[config.mk]
export PLATFORM = sky130hd
export DESIGN_NAME = modular_exponentiation
export DESIGN_NICKNAME = d
export VERILOG_FILES = /design/src/design/mexp_pkg.sv /design/src/design/modular_exponentiation.sv
export SDC_FILE = /design/constraint.sdc
export NUM_CORES = 1
export LEC_CHECK = 0
export ABC_AREA = 1
export BUFFER_PORTS_ARGS = -buffer_cell sky130_fd_sc_hd__buf_2
export CAP_MARGIN = 20
export CELL_PAD_IN_SITES_DETAIL_PLACEMENT = 0
export CELL_PAD_IN_SITES_GLOBAL_PLACEMENT = 2
export CORE_MARGIN = 4
export CORE_UTILIZATION = 30
export DETAILED_ROUTE_END_ITERATION = 7
export PLACE_DENSITY = 0.75
export SKIP_LAST_GASP = 1
export SLEW_MARGIN = 20
export SYNTH_ARGS = -nofsm -noshare
export SYNTH_HDL_FRONTEND = slang
export SYNTH_SLANG_ARGS = --single-unit
[constraint.sdc]
create_clock -name clock -period 5.3 [get_ports clock]
set_clock_uncertainty 0.15 [all_clocks]
set_input_delay 1.06 -clock clock [delete_from_list [all_inputs] [get_ports clock]]
set_output_delay 1.06 -clock clock [all_outputs]
set_load 0.01 [all_outputs]
[src/design/mexp_pkg.sv]
`timescale 1ns / 1ps

package mexp_pkg;

   localparam int WORD_WIDTH = 32;
   localparam int BIT_INDEX_WIDTH = $clog2(WORD_WIDTH);
   localparam int CSR_INDEX_WIDTH = 1;

   typedef logic [WORD_WIDTH-1:0] word_type;
   typedef logic [BIT_INDEX_WIDTH-1:0] bit_index_type;
   typedef logic [CSR_INDEX_WIDTH-1:0] csr_index_type;

   localparam csr_index_type CSR_EXPONENT = csr_index_type'(0);
   localparam csr_index_type CSR_MODULUS = csr_index_type'(1);

   typedef enum logic [2:0] {
      ST_IDLE,
      ST_REDUCE,
      ST_DOUBLE,
      ST_ADD,
      ST_DONE
   } state_type;

endpackage

[src/design/modular_exponentiation.sv]
`timescale 1ns / 1ps

// Modular exponentiation: rsp_result = req_message ^ exponent mod modulus.
// Configuration: csr_write_enable with csr_index (0 exponent, 1 modulus) and
//   csr_write_data writes a register at the clock edge. Write only while idle.
// Request: a word is taken at a clock edge with start high and busy low.
//   busy stays high until the result word has been presented.
// Response: rsp_valid is high for one cycle with rsp_result; it cannot stall.
// Timing: one shared add-compare-subtract unit does one step per cycle.
//   Message reduction runs first, bit by bit. Each modular product takes a
//   step per bit plus one per set bit of the current accumulator. Every
//   exponent bit costs a square, and a set exponent bit also a multiply.
//   A modulus of 0 or 1 skips the computation and answers 0.
// The next request is taken in the cycle after the response strobe.
// Reset: exponent and modulus return to 1 and the block goes idle.

module modular_exponentiation (
   input  logic                    clock,
   input  logic                    reset,
   input  logic                    start,
   output logic                    busy,
   input  mexp_pkg::word_type      req_message,
   output logic                    rsp_valid,
   output mexp_pkg::word_type      rsp_result,
   input  logic                    csr_write_enable,
   input  mexp_pkg::csr_index_type csr_index,
   input  mexp_pkg::word_type      csr_write_data
);

   import mexp_pkg::*;

   localparam bit_index_type TOP_BIT = bit_index_type'(WORD_WIDTH - 1);

   state_type     state_ff, state_in;
   word_type      exponent_ff, exponent_in;
   word_type      modulus_ff, modulus_in;
   word_type      mod_ff, mod_in;
   word_type      msg_ff, msg_in;
   word_type      base_ff, base_in;
   word_type      acc_ff, acc_in;
   word_type      prod_ff, prod_in;
   bit_index_type bit_ff, bit_in;
   bit_index_type ebit_ff, ebit_in;
   logic          square_ff, square_in;

   word_type         unit_x, unit_y, unit_out;
   logic             unit_cin;
   logic [WORD_WIDTH:0] unit_sum, unit_diff;
   logic             mul_last;
   logic             mul_next;

   // shared unit: (x + y + cin) mod m for x, y < m
   always_comb begin
      unit_x = prod_ff;
      unit_y = prod_ff;
      unit_cin = 1'b0;
      unique case (state_ff)
         ST_REDUCE: unit_cin = msg_ff[bit_ff];
         ST_ADD:    unit_y = square_ff ? acc_ff : base_ff;
         default:   unit_cin = 1'b0;
      endcase
      unit_sum = {1'b0, unit_x} + {1'b0, unit_y} + {{WORD_WIDTH{1'b0}}, unit_cin};
      unit_diff = unit_sum - {1'b0, mod_ff};
      unit_out = (unit_sum >= {1'b0, mod_ff}) ? unit_diff[WORD_WIDTH-1:0]
                                              : unit_sum[WORD_WIDTH-1:0];
   end

   assign mul_last = ((state_ff == ST_DOUBLE) && !acc_ff[bit_ff] && (bit_ff == '0))
                  || ((state_ff == ST_ADD) && (bit_ff == '0));
   assign mul_next = square_ff && exponent_ff[ebit_ff];

   // next state
   always_comb begin
      state_in = state_ff;
      unique case (state_ff)
         ST_IDLE: begin
            if (start) begin
               state_in = (modulus_ff <= word_type'(1)) ? ST_DONE : ST_REDUCE;
            end
         end
         ST_REDUCE: begin
            if (bit_ff == '0) begin
               state_in = ST_DOUBLE;
            end
         end
         ST_DOUBLE, ST_ADD: begin
            priority if (mul_last) begin
               state_in = (!mul_next && (ebit_ff == '0)) ? ST_DONE : ST_DOUBLE;
            end else if ((state_ff == ST_DOUBLE) && acc_ff[bit_ff]) begin
               state_in = ST_ADD;
            end else begin
               state_in = ST_DOUBLE;
            end
         end
         ST_DONE: state_in = ST_IDLE;
         default: state_in = ST_IDLE;
      endcase
   end

   // outputs
   always_comb begin
      busy = (state_ff != ST_IDLE);
      rsp_valid = (state_ff == ST_DONE);
      rsp_result = acc_ff;
   end

   // datapath
   always_comb begin
      exponent_in = exponent_ff;
      modulus_in = modulus_ff;
      mod_in = mod_ff;
      msg_in = msg_ff;
      base_in = base_ff;
      acc_in = acc_ff;
      prod_in = prod_ff;
      bit_in = bit_ff;
      ebit_in = ebit_ff;
      square_in = square_ff;

      if (csr_write_enable) begin
         priority if (csr_index == CSR_EXPONENT) begin
            exponent_in = csr_write_data;
         end else if (csr_index == CSR_MODULUS) begin
            modulus_in = csr_write_data;
         end
      end

      unique case (state_ff)
         ST_IDLE: begin
            if (start) begin
               msg_in = req_message;
               mod_in = modulus_ff;
               prod_in = '0;
               acc_in = '0;
               bit_in = TOP_BIT;
            end
         end
         ST_REDUCE: begin
            prod_in = unit_out;
            bit_in = bit_ff - 1'b1;
            if (bit_ff == '0) begin
               base_in = unit_out;
               acc_in = word_type'(1);
               prod_in = '0;
               bit_in = TOP_BIT;
               ebit_in = TOP_BIT;
               square_in = 1'b1;
            end
         end
         ST_DOUBLE, ST_ADD: begin
            prod_in = unit_out;
            if (!((state_ff == ST_DOUBLE) && acc_ff[bit_ff])) begin
               bit_in = bit_ff - 1'b1;
            end
            if (mul_last) begin
               acc_in = unit_out;
               prod_in = '0;
               bit_in = TOP_BIT;
               if (mul_next) begin
                  square_in = 1'b0;
               end else begin
                  square_in = 1'b1;
                  ebit_in = ebit_ff - 1'b1;
               end
            end
         end
         default: begin
            acc_in = acc_ff;
         end
      endcase
   end

   always_ff @(posedge clock) begin
      if (reset) begin
         state_ff <= ST_IDLE;
         exponent_ff <= word_type'(1);
         modulus_ff <= word_type'(1);
      end else begin
         state_ff <= state_in;
         exponent_ff <= exponent_in;
         modulus_ff <= modulus_in;
      end
   end

   always_ff @(posedge clock) begin
      mod_ff <= mod_in;
      msg_ff <= msg_in;
      base_ff <= base_in;
      acc_ff <= acc_in;
      prod_ff <= prod_in;
      bit_ff <= bit_in;
      ebit_ff <= ebit_in;
      square_ff <= square_in;
   end

   a_strobe_single: assert property (@(posedge clock) disable iff (reset)
      rsp_valid |=> !rsp_valid)
      else $error("response strobe longer than one cycle");

   a_take_busy: assert property (@(posedge clock) disable iff (reset)
      (start && !busy) |=> busy)
      else $error("request taken without going busy");

   a_result_range: assert property (@(posedge clock) disable iff (reset)
      rsp_valid |-> ((mod_ff <= word_type'(1)) && (rsp_result == '0))
                 || (rsp_result < mod_ff))
      else $error("result not reduced");

   a_prod_range: assert property (@(posedge clock) disable iff (reset)
      ((state_ff == ST_DOUBLE) || (state_ff == ST_ADD))
         |-> (prod_ff < mod_ff) && (acc_ff < mod_ff) && (base_ff < mod_ff))
      else $error("operand not reduced");

endmodule
# Word level (Yosys, flattened, before mapping)

Index checks and enable logic that the tools add are counted.
W data, S select, Z words.

Add/subtract/negate cells: 5
$lt $le $gt $ge: 4
Equal/unequal tests: 9
Multiplexer cells: 37
Bitwise gates (word level): 1
Reductions and logical operators: 26

Operator list:

| kind                  | number |
|---|---|
| $mux W32              | 8 |
| $pmux W32 S3          | 2 |
| $mux W5               | 7 |
| $add A32 B32 Y33      | 1 |
| $add A33 B1 Y33       | 1 |
| $ge A33 B32 Y1        | 1 |
| $le A32 B1 Y1 const B | 1 |
| $sub A32 B32 Y32      | 1 |
| $bmux W1 S5           | 3 |
| $mux W3               | 5 |
| $pmux W5 S3           | 1 |
| $lt A5 B6 Y1 const B  | 2 |
| $reduce_and A2 Y1     | 6 |
| $logic_not A5 Y1      | 2 |
| $pmux W5 S2           | 1 |
| $sub A5 B1 Y5 const B | 2 |
| $pmux W3 S3           | 1 |
| $mux W1               | 8 |
| $ne A2 B2 Y1 const B  | 4 |
| $reduce_and A4 Y1     | 2 |
| $eq A3 B2 Y1 const B  | 2 |
| $logic_and A1 B1 Y1   | 6 |
| $reduce_and A3 Y1     | 2 |
| $reduce_bool A3 Y1    | 2 |
| other kinds (10)      | 11 |

Bits in registers: 238
Input bits: 69
Output and inout port bits: 34

# Depth between registers and ports, before layout

Word-level depth: 8
Gate-level depth with buffers: 38

# Worst setup path before layout

OpenSTA, ideal clock, no wires.

Path kind: input port to flip-flop
Start point: input start
End point: register acc_ff[0] (netlist: rsp_result[0]), enable pin
Setup time: 0.421 ns
Arrival: 4.406 ns
Path slack: 0.322 ns
Stages: 4
Buffers on the path: 0
Cell sequence: inv_1 -> a21oi_1 -> nand2_1 -> nor2_1

Longest elaborated chain between the ends: 2

RTL lines:

| item                        | line                          | source |
|---|---|---|
| start: declaration          | modular_exponentiation.sv:20  | `input logic start,` |
| $ne A2 B2 Y1 (no line)      | -                             |  |
| $reduce_and A4 Y1 (no line) | -                             |  |
| end signal: assignment      | modular_exponentiation.sv:189 | `acc_ff <= acc_in;` |
| end: declaration            | modular_exponentiation.sv:40  | `word_type acc_ff, acc_in;` |

Every way passes these cells.
A chain may end at the register's enable or synchronous reset.

# Final worst setup path

Start point: register bit_ff[0]
End point: register prod_ff[26] (data pin)

Longest elaborated chain between the ends: 8
Elaborated cells on any way between the ends: 18
Classes of those cells: 2 x add/sub; 1 x order compare; 9 x mux; 6 x reduce/logical

RTL lines:

| item                                                          | line                                                         | source |
|---|---|---|
| start: declaration                                            | modular_exponentiation.sv:42                                 | `bit_index_type bit_ff, bit_in;` |
| start signal: assignment                                      | modular_exponentiation.sv:191                                | `bit_ff <= bit_in;` |
| $bmux W1 S5 (on tied branches)                                | modular_exponentiation.sv:58, modular_exponentiation.sv:68   |  |
| $mux W1 (on tied branches)                                    | modular_exponentiation.sv:58, modular_exponentiation.sv:68   |  |
| $mux W1 / $logic_not A1 Y1 (equally long branches)            | modular_exponentiation.sv:57, modular_exponentiation.sv:68   |  |
| $add A33 B1 Y33 / $logic_and A1 B1 Y1 (equally long branches) | modular_exponentiation.sv:62, modular_exponentiation.sv:68   |  |
| $sub A32 B32 Y32, or another cell as far along                | modular_exponentiation.sv:63                                 | `unit_diff = unit_sum - {1'b0, mod_ff};` |
| $mux W32 / $logic_or A1 B1 Y1 (equally long branches)         | modular_exponentiation.sv:64, modular_exponentiation.sv:69   |  |
| $mux W32 (on tied branches)                                   | modular_exponentiation.sv:155, modular_exponentiation.sv:141 |  |
| $pmux W32 S3 *                                                | modular_exponentiation.sv:128                                | `unique case (state_ff)` |
| via prod_in[26]                                               | modular_exponentiation.sv:41                                 | `word_type prod_ff, prod_in;` |
| end signal: assignment                                        | modular_exponentiation.sv:190                                | `prod_ff <= prod_in;` |
| end: declaration                                              | modular_exponentiation.sv:41                                 |  |

Mark *: on every way through the listed nets, which the timed path passes. The rest lies on a longest branch. The select of a mux whose other input is x is not followed.

==> flow_summary.json <==
{
  "drt-vias-per-instance": 4.810,
  "r2r-end": "prod_ff[26]",
  "initialDrtViolationCount": 724,
  "place_hpwl_um": 39220,
  "end_kind": "flop",
  "dr.pass1.iters": 5,
  "hp-class": "reg -> reg",
  "filler_cell_count": 5013,
  "netlist_instances": 1899,
  "synth_area_leaders": "edfxtp_1 (35%), nand2_1 (11%), nor2_1 (9.3%)",
  "synth_edf_count": 171,
  "wire_per_inst_um": 18.33,
  "antenna_cells": 0,
  "final-hold-violation-count": 0,
  "ctsLongestPathBuffers": 3,
  "whs_endpoint": "mod_ff[0]",
  "ys.flop_type": "edfxtp_1",
  "slowest_stage": "edfxtp_1",
  "root_buffer": "clkbuf_16",
  "min_period_ns": 5.191,
  "critical_path.reg2reg.startpoint": "bit_ff[0]",
  "syn_area_um2": 14520,
  "synth_top_family_by_area": "simple AND/OR/NAND/NOR gates",
  "die_x_um": 228.0,
  "htreeDepth": 1,
  "synth-simple-area-share_pct": 26.66,
  "coreArea_um2": 47850,
  "tritoncts": "built",
  "cts_buffers": 29,
  "grt-ovfl-total": 0,
  "fin_cells": 2805,
  "via_count": 13490,
  "ant_nets": 0,
  "crit_path_max_fanout": 8,
  "cpPeakStageDelay_ns": 0.46,
  "die_area_um2": 52000,
  "track_usage_pct": 18.67,
  "fin_nets": 2304,
  "rows": 80,
  "cts.clk_slew.worst_paths_ns": 0.06,
  "critPathRequiredTime_ns": 5.46,
  "postCtsHoldBufs": 0,
  "status": "finished clean",
  "cts.sinks": 238,
  "slew_viol_final": 0,
  "grt_start_max_net_pins": 53,
  "fin_crit_sh_pct": 97.94,
  "drive_above_1_share_pct": 24.98,
  "tightest_slew_ns": 0.9236,
  "worstHoldStart": "modulus_ff[0]",
  "dp_cells": 2734,
  "synthTopCellsByCount": "nand2_1 (418), nor2_1 (358), inv_1 (212), edfxtp_1 (171), o21ai_0 (135)",
  "setup_violations": 0,
  "antenna_found_initial": 0,
  "syn_nets": 2036,
  "rrSetupSlack_ns": 0.11,
  "crit_type": "reg -> reg",
  "crit_arrival_ns": 5.35,
  "grt_pass1_wl_um": 76600,
  "fp.dieH_um": 228.0,
  "start_util_pct": 30.36,
  "synth_compound_area_share_pct": 11.11,
  "portBuffers": 102,
  "drv_cap": 0,
  "maxSlewHeadroom_pct": 38.36,
  "syn_to_final_growth_pct": 32.94,
  "yosys.area.top_type": "edfxtp_1",
  "ff2ff_path_depth": 38,
  "ys_seq_area_share_pct": 44.59,
  "async_flop_share_pct": 0,
  "synthAdderAreaFrac_pct": 6.013,
  "grt_pass1_vias": 13120,
  "crit_path_start_kind": "flop",
  "gp_congestion": 0.8815,
  "synthMuxAreaShare_pct": 1.723,
  "synthDistinctLibCells": 40,
  "yosys_warnings": 0,
  "synth_seq_cells": 238,
  "clkLatencyLatePin_ns": 0.58,
  "syn_avg_cell_area_um2": 7.648,
  "max_freq_ghz": 0.1926,
  "ios": 103,
  "holdPathStages": 0,
  "fin_util_pct": 40.36,
  "drcViolationCount": 0,
  "rsz0062_at_grt": "yes",
  "synth_xor_area_share_pct": 2.292,
  "yosysTopAreaCellShare_pct": 35.35,
  "synth.most_common_cell": "nand2_1",
  "drt-total-wl_um": 51420
}
per-layer routing:
| layer | vias up | track usage, % | wire (µm) | share of wire, % |
|---|---|---|---|---|
| met5 | - | 0 | 0 | 0 |
| met4 | 0 | 5.033 | 1348 | 2.6 |
| met3 | 59 | 2.121 | 1933 | 3.8 |
| met2 | 251 | 31.71 | 24590 | 48 |
| met1 | 6373 | 25.37 | 23550 | 46 |
| li1 | 6808 | - | - | - |
kinds of logic after synthesis:
kind of cell	count (synthesis)
AO/OA/AOI/OAI	299
XOR/XNOR	38
adder cells (fa/ha/maj)	68
buffers and inverters	283
flip-flops	238
multiplexers	25
AND/OR/NAND/NOR	948
layout make-up:
type / instances / area [µm²] / area share [%]
inverter: 223 / 839.6 / 4.348
clock inverter: 20 / 269.0 / 1.393
multi-input combinational: 1378 / 7916 / 41.00
tap: 615 / 769.5 / 3.985
sequential: 238 / 6476 / 33.54
clock buffer: 34 / 754.5 / 3.907
timing repair buffer: 297 / 2283 / 11.83
cells in the final DEF (no fill, tap or decap), drive strengths merged, types with 13 or more instances in the layout:
cell,synthesis,final
nor3,13,13
xnor2,17,17
xor2,21,21
clkbuf,36,39
inv,223,225
a21oi,117,117
nand3b,15,15
buf,24,292
o21bai,14,14
o21ai,138,138
ha,65,65
mux2i,25,25
nand3,115,115
dfxtp,67,67
nor2,358,358
nand2,421,421
nor4,13,13
edfxtp,171,171
through the flow:
step                      hold WS (ns)  area (µm²)  setup TNS [ns]  setup slack [ns]
after floorplan                 0.2586       14520               0            0.3225
after global placement          0.2674       16990          -39.13           -0.4881
after detailed placement        0.2744       16990          -33.76           -0.4291
after CTS                       0.2906       18400        -0.07054          -0.01666
after global routing            0.3093       19310          -8.696           -0.1354
final                           0.2992       19310               0            0.1092
worst max-delay path by stage:
stage	slack, ns	to	from	cells past startpoint
CTS	-0.02	rsp_result[24]	bit_ff[0]	36
detailed placement	-0.43	rsp_result[24]	bit_ff[0]	34
global route	-0.14	prod_ff[26]	bit_ff[0]	34
finish	0.11	prod_ff[26]	bit_ff[0]	38
global placement	-0.49	rsp_result[24]	bit_ff[1]	35
floorplan	0.32	rsp_result[0]	start	4
flip-flops by register name, indices dropped and copies added, names as in the netlist:
register     count
msg_ff          32
base_ff         32
bit_ff           5
state_ff         3
mod_ff          32
exponent_ff     32
rsp_result      32
prod_ff         32
square_ff        1
modulus_ff      32
ebit_ff          5
what timing repair did:
action,CTS,global route
gates resized for setup,72,205
endpoints found under the setup margin,96,96
setup buffers,4,5
hold endpoints to repair,0,0
cloned,2,5
pin swaps,22,68
worst max-delay path: cells and delay by family, from the launching register on:
family          cells  cell delay, ns
flops               1            0.46
simple gates       22            1.75
compound gates      7            1.03
fa+ha+maj           3            0.73
buf+inv             6            0.78
Power is not shown: default switching activity piles up to over one toggle a cycle in this logic, so the estimate is an artifact.
